## config.mk

```make
export PLATFORM = sky130hd
export DESIGN_NAME = sliding_window_average_unit
export DESIGN_NICKNAME = d
export VERILOG_FILES = /design/src/hw/rtl/swa_pkg.sv /design/src/hw/rtl/swa_ram.sv /design/src/hw/rtl/swa_div.sv /design/src/hw/rtl/sliding_window_average_unit.sv
export SDC_FILE = /design/constraint.sdc
export NUM_CORES = 1
export LEC_CHECK = 0
export BUFFER_PORTS_ARGS = -buffer_cell sky130_fd_sc_hd__buf_2
export CELL_PAD_IN_SITES_DETAIL_PLACEMENT = 0
export CELL_PAD_IN_SITES_GLOBAL_PLACEMENT = 1
export CORE_MARGIN = 2
export CORE_UTILIZATION = 39
export DETAILED_ROUTE_END_ITERATION = 10
export HOLD_SLACK_MARGIN = 0.1
export PLACE_DENSITY_LB_ADDON = 0.1
export REMOVE_ABC_BUFFERS = 1
export SYNTH_ARGS = -nofsm -noshare
export SYNTH_HDL_FRONTEND = slang
export SYNTH_HIERARCHICAL = 1
export SYNTH_SLANG_ARGS = --single-unit
```

## constraint.sdc

```tcl
create_clock -name i_clk -period 9.7 [get_ports i_clk]
set_input_delay 0.485 -clock i_clk [delete_from_list [all_inputs] [get_ports i_clk]]
set_output_delay 0.485 -clock i_clk [all_outputs]
set_load 0.03 [all_outputs]
```

## src/hw/rtl/swa_pkg.sv

```systemverilog
`timescale 1ns / 1ps

package swa_pkg;

    // default window length in samples
    localparam int WINDOW_DEFAULT = 64;

    // field widths
    localparam int SAMPLE_W    = 17;
    localparam int AVG_W       = 17;
    localparam int COUNT_OUT_W = 7;

    // Q1.16 constants
    localparam logic [SAMPLE_W-1:0] Q16_ONE  = SAMPLE_W'(65536);
    localparam logic [AVG_W-1:0]    Q16_HALF = AVG_W'(32768);

    // opcodes
    localparam logic OP_RECORD = 1'b0;
    localparam logic OP_CLEAR  = 1'b1;

    typedef struct packed {
        logic                opcode;
        logic [SAMPLE_W-1:0] sample_value;
    } t_in_item;

    typedef struct packed {
        logic [AVG_W-1:0]       window_average;
        logic [COUNT_OUT_W-1:0] sample_count;
    } t_out_item;

endpackage

```

## src/hw/rtl/swa_ram.sv

```systemverilog
`timescale 1ns / 1ps

// simple dual-port RAM, one write port, one registered read port
module swa_ram #(
    parameter int WIDTH = 17,
    parameter int DEPTH = 64
) (
    input  logic                     i_clk,
    input  logic                     i_we,
    input  logic [$clog2(DEPTH)-1:0] i_waddr,
    input  logic [WIDTH-1:0]         i_wdata,
    input  logic [$clog2(DEPTH)-1:0] i_raddr,
    output logic [WIDTH-1:0]         o_rdata
);

    logic [WIDTH-1:0] r_mem [DEPTH];
    logic [WIDTH-1:0] r_rdata;

    always_ff @(posedge i_clk) begin
        if (i_we) begin
            r_mem[i_waddr] <= i_wdata;
        end
        r_rdata <= r_mem[i_raddr];
    end

    assign o_rdata = r_rdata;

endmodule

```

## src/hw/rtl/swa_div.sv

```systemverilog
`timescale 1ns / 1ps

// restoring divider, one quotient bit per cycle
// quotient is known to fit AVG_W bits, so the upper dividend bits seed the remainder
module swa_div #(
    parameter int SUM_W = 23,
    parameter int CNT_W = 7
) (
    input  logic                       i_clk,
    input  logic                       i_rst_n,
    input  logic                       i_start,
    input  logic [SUM_W-1:0]           i_dividend,
    input  logic [CNT_W-1:0]           i_divisor,
    output logic                       o_done,
    output logic [swa_pkg::AVG_W-1:0]  o_quot
);

    localparam int QW     = swa_pkg::AVG_W;
    localparam int STEP_W = $clog2(QW);

    logic              r_busy;
    logic [STEP_W-1:0] r_step;
    logic [CNT_W-1:0]  r_rem;
    logic [CNT_W-1:0]  r_den;
    logic [QW-1:0]     r_q;

    logic [CNT_W:0]    shifted;
    logic [CNT_W+1:0]  diff;
    logic              take;

    // trial subtract of divisor from shifted remainder
    always_comb begin
        shifted = {r_rem, r_q[QW-1]};
        diff    = {1'b0, shifted} - {2'b00, r_den};
        take    = ~diff[CNT_W+1];
    end

    // control
    always_ff @(posedge i_clk) begin
        if (!i_rst_n) begin
            r_busy <= 1'b0;
        end else if (i_start) begin
            r_busy <= 1'b1;
        end else if (r_busy && (r_step == '0)) begin
            r_busy <= 1'b0;
        end
    end

    // datapath
    always_ff @(posedge i_clk) begin
        if (i_start) begin
            r_step <= STEP_W'(QW - 1);
            r_rem  <= CNT_W'(i_dividend[SUM_W-1:QW]);
            r_q    <= i_dividend[QW-1:0];
            r_den  <= i_divisor;
        end else if (r_busy) begin
            r_step <= r_step - STEP_W'(1);
            r_rem  <= take ? diff[CNT_W-1:0] : shifted[CNT_W-1:0];
            r_q    <= {r_q[QW-2:0], take};
        end
    end

    assign o_done = r_busy && (r_step == '0);
    assign o_quot = r_q;

endmodule

```

## src/hw/rtl/sliding_window_average_unit.sv

```systemverilog
`timescale 1ns / 1ps

// Sliding-window average of unsigned Q1.16 samples.
// Input channel (i_in_valid / o_in_ready / i_in_data): opcode RECORD stores a
// sample (values above 1.0 saturate to 1.0) and drops the oldest one once the
// window is full; opcode CLEAR empties the window. Each request returns one
// result on the output channel (o_out_valid / i_out_ready / o_out_data): the
// truncated average of the held samples, or 0.5 when empty, and the count.
// One request is worked on at a time; o_in_ready is low while busy.
// Record: after acceptance the oldest entry is read from the ring, the sum
// and count are updated, the 17-step restoring divider forms the average,
// and the result is written to the output register.
// Clear: after acceptance the result is written to the output register.
// The result sits in an output register; a stalled receiver holds it, and the
// block finishes the next request and waits with its result until the
// register frees up.
// Reset clears pointer, count, sum and the output valid. Ring contents are
// not cleared; an entry is read only after it has been written.
module sliding_window_average_unit #(
    parameter int WINDOW = swa_pkg::WINDOW_DEFAULT
) (
    input  logic               i_clk,
    input  logic               i_rst_n,
    input  logic               i_in_valid,
    output logic               o_in_ready,
    input  swa_pkg::t_in_item  i_in_data,
    output logic               o_out_valid,
    input  logic               i_out_ready,
    output swa_pkg::t_out_item o_out_data
);

    localparam int PW    = $clog2(WINDOW);
    localparam int CW    = $clog2(WINDOW + 1);
    localparam int SUM_W = PW + swa_pkg::SAMPLE_W;
    localparam int SW    = swa_pkg::SAMPLE_W;

    typedef enum logic [3:0] {
        S_IDLE   = 4'b0001,
        S_UPDATE = 4'b0010,
        S_DIV    = 4'b0100,
        S_DONE   = 4'b1000
    } t_state;

    t_state                   r_state, n_state;
    logic [SW-1:0]            r_sample, n_sample;
    logic [PW-1:0]            r_pos, n_pos;
    logic [CW-1:0]            r_count, n_count;
    logic [SUM_W-1:0]         r_sum, n_sum;
    logic                     r_out_valid, n_out_valid;
    swa_pkg::t_out_item       r_out, n_out;

    logic [PW-1:0]            nxt_pos;
    logic                     full;
    logic                     accept;
    logic                     out_free;
    logic                     ram_we;
    logic [SW-1:0]            old_sample;
    logic                     div_start;
    logic                     div_done;
    logic [swa_pkg::AVG_W-1:0] div_quot;

    assign accept   = i_in_valid && (r_state == S_IDLE);
    assign out_free = !r_out_valid || i_out_ready;
    assign nxt_pos  = (r_pos == PW'(WINDOW - 1)) ? '0 : r_pos + PW'(1);
    assign full     = (r_count == CW'(WINDOW));

    // sample ring
    swa_ram #(
        .WIDTH (SW),
        .DEPTH (WINDOW)
    ) u_ring (
        .i_clk   (i_clk),
        .i_we    (ram_we),
        .i_waddr (nxt_pos),
        .i_wdata (r_sample),
        .i_raddr (nxt_pos),
        .o_rdata (old_sample)
    );

    // divider
    swa_div #(
        .SUM_W (SUM_W),
        .CNT_W (CW)
    ) u_div (
        .i_clk      (i_clk),
        .i_rst_n    (i_rst_n),
        .i_start    (div_start),
        .i_dividend (n_sum),
        .i_divisor  (n_count),
        .o_done     (div_done),
        .o_quot     (div_quot)
    );

    // sequencer
    always_comb begin
        n_state     = r_state;
        n_sample    = r_sample;
        n_pos       = r_pos;
        n_count     = r_count;
        n_sum       = r_sum;
        n_out_valid = r_out_valid;
        n_out       = r_out;
        ram_we      = 1'b0;
        div_start   = 1'b0;

        if (r_out_valid && i_out_ready) begin
            n_out_valid = 1'b0;
        end

        case (r_state)
            S_IDLE: begin
                if (accept) begin
                    if (i_in_data.opcode == swa_pkg::OP_CLEAR) begin
                        n_pos   = '0;
                        n_count = '0;
                        n_sum   = '0;
                        n_state = S_DONE;
                    end else begin
                        n_sample = (i_in_data.sample_value > swa_pkg::Q16_ONE) ?
                                   swa_pkg::Q16_ONE : i_in_data.sample_value;
                        n_state  = S_UPDATE;
                    end
                end
            end
            S_UPDATE: begin
                // old entry read at nxt_pos arrived this cycle
                n_sum     = (full ? r_sum - SUM_W'(old_sample) : r_sum) + SUM_W'(r_sample);
                n_count   = full ? r_count : r_count + CW'(1);
                n_pos     = nxt_pos;
                ram_we    = 1'b1;
                div_start = 1'b1;
                n_state   = S_DIV;
            end
            S_DIV: begin
                if (div_done) begin
                    n_state = S_DONE;
                end
            end
            S_DONE: begin
                if (out_free) begin
                    n_out.window_average = (r_count == '0) ? swa_pkg::Q16_HALF : div_quot;
                    n_out.sample_count   = swa_pkg::COUNT_OUT_W'(r_count);
                    n_out_valid          = 1'b1;
                    n_state              = S_IDLE;
                end
            end
            default: begin
                n_state = S_IDLE;
            end
        endcase
    end

    // control state
    always_ff @(posedge i_clk) begin
        if (!i_rst_n) begin
            r_state     <= S_IDLE;
            r_pos       <= '0;
            r_count     <= '0;
            r_sum       <= '0;
            r_out_valid <= 1'b0;
        end else begin
            r_state     <= n_state;
            r_pos       <= n_pos;
            r_count     <= n_count;
            r_sum       <= n_sum;
            r_out_valid <= n_out_valid;
        end
    end

    // payload
    always_ff @(posedge i_clk) begin
        r_sample <= n_sample;
        r_out    <= n_out;
    end

    assign o_in_ready  = (r_state == S_IDLE);
    assign o_out_valid = r_out_valid;
    assign o_out_data  = r_out;

endmodule

```

Yosys cells after proc, flatten, opt, wreduce, memory -nomap -nowiden --
Memories as Yosys holds them, arrays and structs flattened. A register that Yosys moved wholly into a read port is not among the register bits. Index checks and enable logic that the tools add are counted.
Word-level totals: register bits after elaboration 119, bits in writable memories 1088, bits of input ports 22, output and inout bits 26, word-level logic and storage cells 78, memories kept 1
Memory list:
- u_ring.r_mem | words 64, bits a word 17, rd ports 1, clocked after memory_dff 1, write ports 1, line swa_ram.sv:16 | logic [WIDTH-1:0] r_mem [DEPTH];
Cells by class: add/subtract/negate cells 6, magnitude comparators 1, equal/unequal tests 10, muxes and demuxes 30, bitwise gates (word level) 2, reductions and logical operators 14
Operator list (number):
- 23-bit 2-to-1 mux | 3
- 23-bit case mux with 2 select lines | 1
- 17-bit 2-to-1 mux | 2
- 6-bit 2-to-1 mux | 5
- 7-bit 2-to-1 mux | 4
- 23-bit by 17-bit adder with 23-bit output | 1
- 23-bit by 17-bit subtractor with 23-bit output | 1
- 17-bit > comparator, second input constant | 1
- 4-bit 2-to-1 mux | 4
- 4-bit case mux with 4 select lines | 1
- 7-bit case mux with 2 select lines | 1
- 6-bit case mux with 2 select lines | 1
- 3-bit AND reduction | 3
- 8-bit by 7-bit subtractor with 9-bit output | 1
- 1-bit 2-to-1 mux | 8
- 7-bit by 1-bit adder with 7-bit output, second input constant | 1
- 7-bit equality test, second input constant | 1
- 7-bit logical NOT | 1
- 6-bit by 1-bit adder with 6-bit output, second input constant | 1
- 6-bit equality test, second input constant | 1
- 2-bit nonzero test | 3
- 5-bit logical NOT | 1
- 5-bit by 1-bit subtractor with 5-bit output, second input constant | 1
- 4-bit by 1-bit equality test with 1-bit output, second input constant | 1
- other kinds (10) | 15

Logic depth before layout (Yosys ltp) --
depth after elaboration 5, mapped depth 23, mapped depth without buffers 23

Cells and area by module --
Netlist, hierarchy kept.
Modules (own cells, without submodules):
- swa_ram | instances 1, cells an instance 1953, area each 42344.4 µm², sequential area each 33011.7 µm²
- sliding_window_average_unit | instances 1, cells an instance 649, area each 5647.9 µm², sequential area each 2052.0 µm²
- swa_div | instances 1, cells an instance 155, area each 1889.3 µm², sequential area each 1041.0 µm²

Worst setup path after synthesis --
OpenSTA, ideal clock, no wires.
path kind flip-flop to flip-flop, from register r_sum[0], to register u_div.r_rem[2], data pin, library setup time 261 ps, data arrival time 4023 ps, setup slack 5416 ps, stages on the path, launching flop included 23, buffers on the path 0, cell sequence dfxtp_1 > inv_1 > ha_1 > fa_1 > nor2b_1 > o2111ai_1 > nand2_1 > nor2_1 > o21bai_1 > a21oi_1 > xor2_1 > o21ai_0 > ha_1 > a21oi_1 > o21ai_0 > a32oi_1 > nand4_1 > o211ai_1 > o21ai_0 > o21ai_0 > xnor2_1 > a22o_1 > a221o_2
Between the ends: word-level cells in the longest chain between the ends 5
Ends and longest elaborated chain:
- from (decl) | line sliding_window_average_unit.sv:48 | logic [SUM_W-1:0] r_sum, n_sum;
- from (signal assigned) | line sliding_window_average_unit.sv:165 | r_sum <= n_sum;
- 23-bit by 17-bit subtractor with 23-bit output | line sliding_window_average_unit.sv:127 | n_sum = (full ? r_sum - SUM_W'(old_sample) : r_sum) + SUM_W'(r_sample);
- 23-bit 2-to-1 mux (*) | line sliding_window_average_unit.sv:127
- 23-bit by 17-bit adder with 23-bit output (*) | line sliding_window_average_unit.sv:127
- 23-bit case mux with 2 select lines (*) | line sliding_window_average_unit.sv:110 | case (r_state)
- named net n_sum[19] | line sliding_window_average_unit.sv:48
- 6-bit 2-to-1 mux (*) | line swa_div.sv:51 | if (i_start) begin
- to (signal assigned) | line swa_div.sv:53 | r_rem <= CNT_W'(i_dividend[SUM_W-1:QW]);
- to (signal assigned) | line swa_div.sv:58 | r_rem <= take ? diff[CNT_W-1:0] : shifted[CNT_W-1:0];
- to (decl) | line swa_div.sv:23 | logic [CNT_W-1:0] r_rem;
The timed path passes the listed nets; every way through them passes the cells marked *. A chain may end at the register's enable or synchronous reset.

Worst setup path after layout --
from register r_pos[0], to memory u_ring.r_mem[7][6] (enable)
Between the ends: word-level cells in the longest chain between the ends 2, elaborated cells between the ends (all ways) 3, those cells by class add/sub: 1; eq/ne: 1; mux: 1
Ends and longest elaborated chain:
- from (decl) | line sliding_window_average_unit.sv:46 | logic [PW-1:0] r_pos, n_pos;
- from (signal assigned) | line sliding_window_average_unit.sv:163 | r_pos <= n_pos;
- 6-bit by 1-bit adder with 6-bit output or 6-bit equality test (tied branches) | line sliding_window_average_unit.sv:64 | assign nxt_pos = (r_pos == PW'(WINDOW - 1)) ? '0 : r_pos + PW'(1);
- 6-bit 2-to-1 mux (*) | line sliding_window_average_unit.sv:64
- named net nxt_pos[0] | line sliding_window_average_unit.sv:52 | logic [PW-1:0] nxt_pos;
- to (decl) | line swa_ram.sv:16
Marked as above.

==> metrics <==
synth unique cells 71; ranking of synthesized cells by area edfxtp_1 70%, mux4_2 9.8%, mux2i_1 2.7%; Peak supply drop 0.167 mV; CP max FO 101; depth of the worst register-to-register path 8; initial antenna violation count 10; CP arrival 5.61 ns; logic gate share of total power 0.057; number of antenna-violating nets in the routed design 0; Internal Power 0.00902 W; Reg power frac 0.512; clk root buf clkbuf_16; minimum clock period 5.25 ns; gpl congestion 0.828; relative slew slack 0.147; DRT Wirelength 132000 µm; Max clock buf depth 3; 1st-pass router iterations 5; post-synth top area share 0.698; number of global-route vias before repair 26463; startpoint types flop; status complete, no violations; height of the die 362 µm; Synth area leader edfxtp_1; Met1 Wirelength 55500 µm; sw frac 0.219; depth of the CTS H-tree 4; Post-synth EDFFs 1159; Die X 362 µm; routed wire length on met2 66200 µm; Placeable Area 127000 µm²; ratio of cells with drive above 1 in the final layout 0.204; Avg Inst Size Synth 18.1 µm²; Filler Cell Count 10968; endpoints failing hold 0; row count 131; ys flop type edfxtp_1; # setup viols final 0; drt drc 0; Synth-to-Final Area Change 13.8%; Final period util 0.541; Seq cells post-synth 1224; most frequent cells in the layout 1159 x edfxtp_1, 216 x mux4_2, 140 x clkbuf_16, 136 x nor2_1, 134 x mux2i_1; crit path from r_pos[0]$_SDFFE_PN0P_; TritonCTS clock tree built; Clk pwr share 0.431; initial DRC count 2497; GRT Total Usage 0.203; pwr dens 203 nW/µm²; synthesized area 49900 µm²; clk_lat worst skew 0.75 ns; TNS Setup 0 ns; Port Buffers 47; critical path endpoint u_ring/r_mem[7][6]$_DFFE_PP_; post-synthesis sequential area ratio 0.724; number of setup buffers added after CTS 0; wire length on met3 6530 µm; CTS buffer count 134; Final Skew 0.0307 ns; YS warnings 6; die area 131000 µm²; hold_buf cts 20; CP endpoint kind flop; Async SR Flop Fraction 0; uppermost layer routed met4; clock sinks 1224; hold crit path type primary input to flop; RR Endpoint u_ring/r_mem[7][6]$_DFFE_PP_; global route overflow 0; via density per instance 5.58; Mapped Cells 2757; Clock Pin Slew Worst Setup and Hold Paths 0.06 ns; Least-Margin Pin Slew 1.28 ns; Worst R2R Start r_pos[0]$_SDFFE_PN0P_; total chip power 0.0116 W; final hold slack 0.366 ns; Pleak 18.7 nW; Setup CP Type flop to flop; Top Ports 48; Max Fclk 0.191 GHz; largest net degree at the start of global routing 118; routed len/inst 28.2 µm; Max Cap Violations 0; routed via count 26159; number of gates resized after CTS 0; fin nets 2993; RSZ-0062 raised after global routing no; global-route wire length before repair 190000 µm; WP data required 10.06 ns; commonest non-fill, non-tap cell in the layout edfxtp_1; switching power total 0.00254 W; hpwl dp 79500 µm; R2R setup slack 4.45 ns; initial core utilization 0.392; Max Slew Vio Count 0
routing by layer:
| metal | track usage | vias to the layer above |
|---|---|---|
| met5 | 0 | - |
| met4 | 0.0672 | 0 |
| li1 | - | 11494 |
| met1 | 0.269 | 13796 |
| met2 | 0.342 | 690 |
| met3 | 0.0305 | 179 |
metrics by stage:
stage / cells / cell area (µm²) / setup slack (ns) / utilization
2_1_floorplan: 2614 / 49000 / -17.20 / -
3_5_place_dp: 4426 / 52300 / 4.38 / 0.411
4_1_cts: 4684 / 56800 / 4.37 / 0.446
5_1_grt: 4684 / 56800 / 4.18 / 0.446
3_3_place_gp: 4426 / 52300 / 4.42 / 0.411
6_report: 4686 / 56800 / 4.45 / 0.446
registers in the layout, summed over array words and instances, names as in the netlist:
register        cells
r_state             4
o_out_valid         1
u_ring/r_mem     1088
r_count             7
r_sum              23
o_out_data         24
r_pos               6
u_div/r_busy        1
u_ring/o_rdata     17
u_div/r_step        5
u_div/r_den         7
r_sample           17
u_div/o_quot       17
u_div/r_rem         7
final cells by class:
class	instances	area (µm²)	share of cell area
Antenna cell	2	5.00	0.0000881
Clock buffer	172	3650	0.0643
Clock inverter	66	619	0.0109
Inverter	43	161	0.00284
Multi-Input combinational cell	1347	12900	0.227
Sequential cell	1224	36100	0.636
Tap cell	1662	2080	0.0366
Timing Repair Buffer	170	1260	0.0222
logic make-up (layout without fill, tap and decap cells):
kind of cell	Yosys count	in the layout	synth area share
AND/OR/NAND/NOR	507	507	0.0518
multiplexers	381	381	0.131
AO/OA/AOI/OAI	367	367	0.0524
flip-flops	1224	1224	0.724
buffers and inverters	186	451	0.0200
other	0	2	0
adder cells (fa/ha/maj)	51	51	0.0132
XOR/XNOR	41	41	0.00735
power groups by stage:
stage / clock network, W / logic [W] / registers (W)
finish: 0.00498 / 0.000658 / 0.00592
detailed placement: 0 / 0.000665 / 0.00603
floorplan: 0 / 0.000418 / 0.00608
global placement: 0 / 0.000651 / 0.00603
CTS: 0.00510 / 0.000673 / 0.00592
global route: 0.00531 / 0.000715 / 0.00592
cells in the mapped netlist, types with 20 or more instances:
library cell     n
dfxtp_1         65
and3_1          26
nand3_1         35
nor2b_1         58
a21oi_1         55
nor2_1         146
and2_1          51
mux2_2          31
nand2b_1        20
inv_1           42
nand2_1         95
clkbuf_1        66
mux2i_1        134
ha_1            48
buf_2           39
xnor2_1         21
a211oi_1        31
mux4_2         216
edfxtp_1      1159
a221oi_1        44
o21ai_0         71
a22oi_1         68
worst min-delay path by stage:
stage / start / endpoint / depth (start not counted)
after CTS: i_rst_n / r_state[2]$_SDFFE_PN0P_ / 3
final: i_rst_n / r_state[2]$_SDFFE_PN0P_ / 3
after detailed placement: r_sum[22]$_SDFF_PN0_ / r_sum[22]$_SDFF_PN0_ / 2
after global routing: i_rst_n / r_state[0]$_SDFFE_PN1P_ / 2
after global placement: u_div/r_step[4]$_SDFFE_PP1P_ / u_div/r_step[4]$_SDFFE_PP1P_ / 2
after floorplan: u_div/r_step[4]$_SDFFE_PP1P_ / u_div/r_step[4]$_SDFFE_PP1P_ / 2
critical path, stage by stage, from the launching register on:
cell and delay, ns:
dfxtp_1 0.40, ha_4 0.23, and3_1 0.28, and3_1 0.28
nor2_4 0.13, buf_12 0.46, buf_12 0.67, nand4_1 0.95
nor2_2 1.24
(Power assumes the default switching activity.)
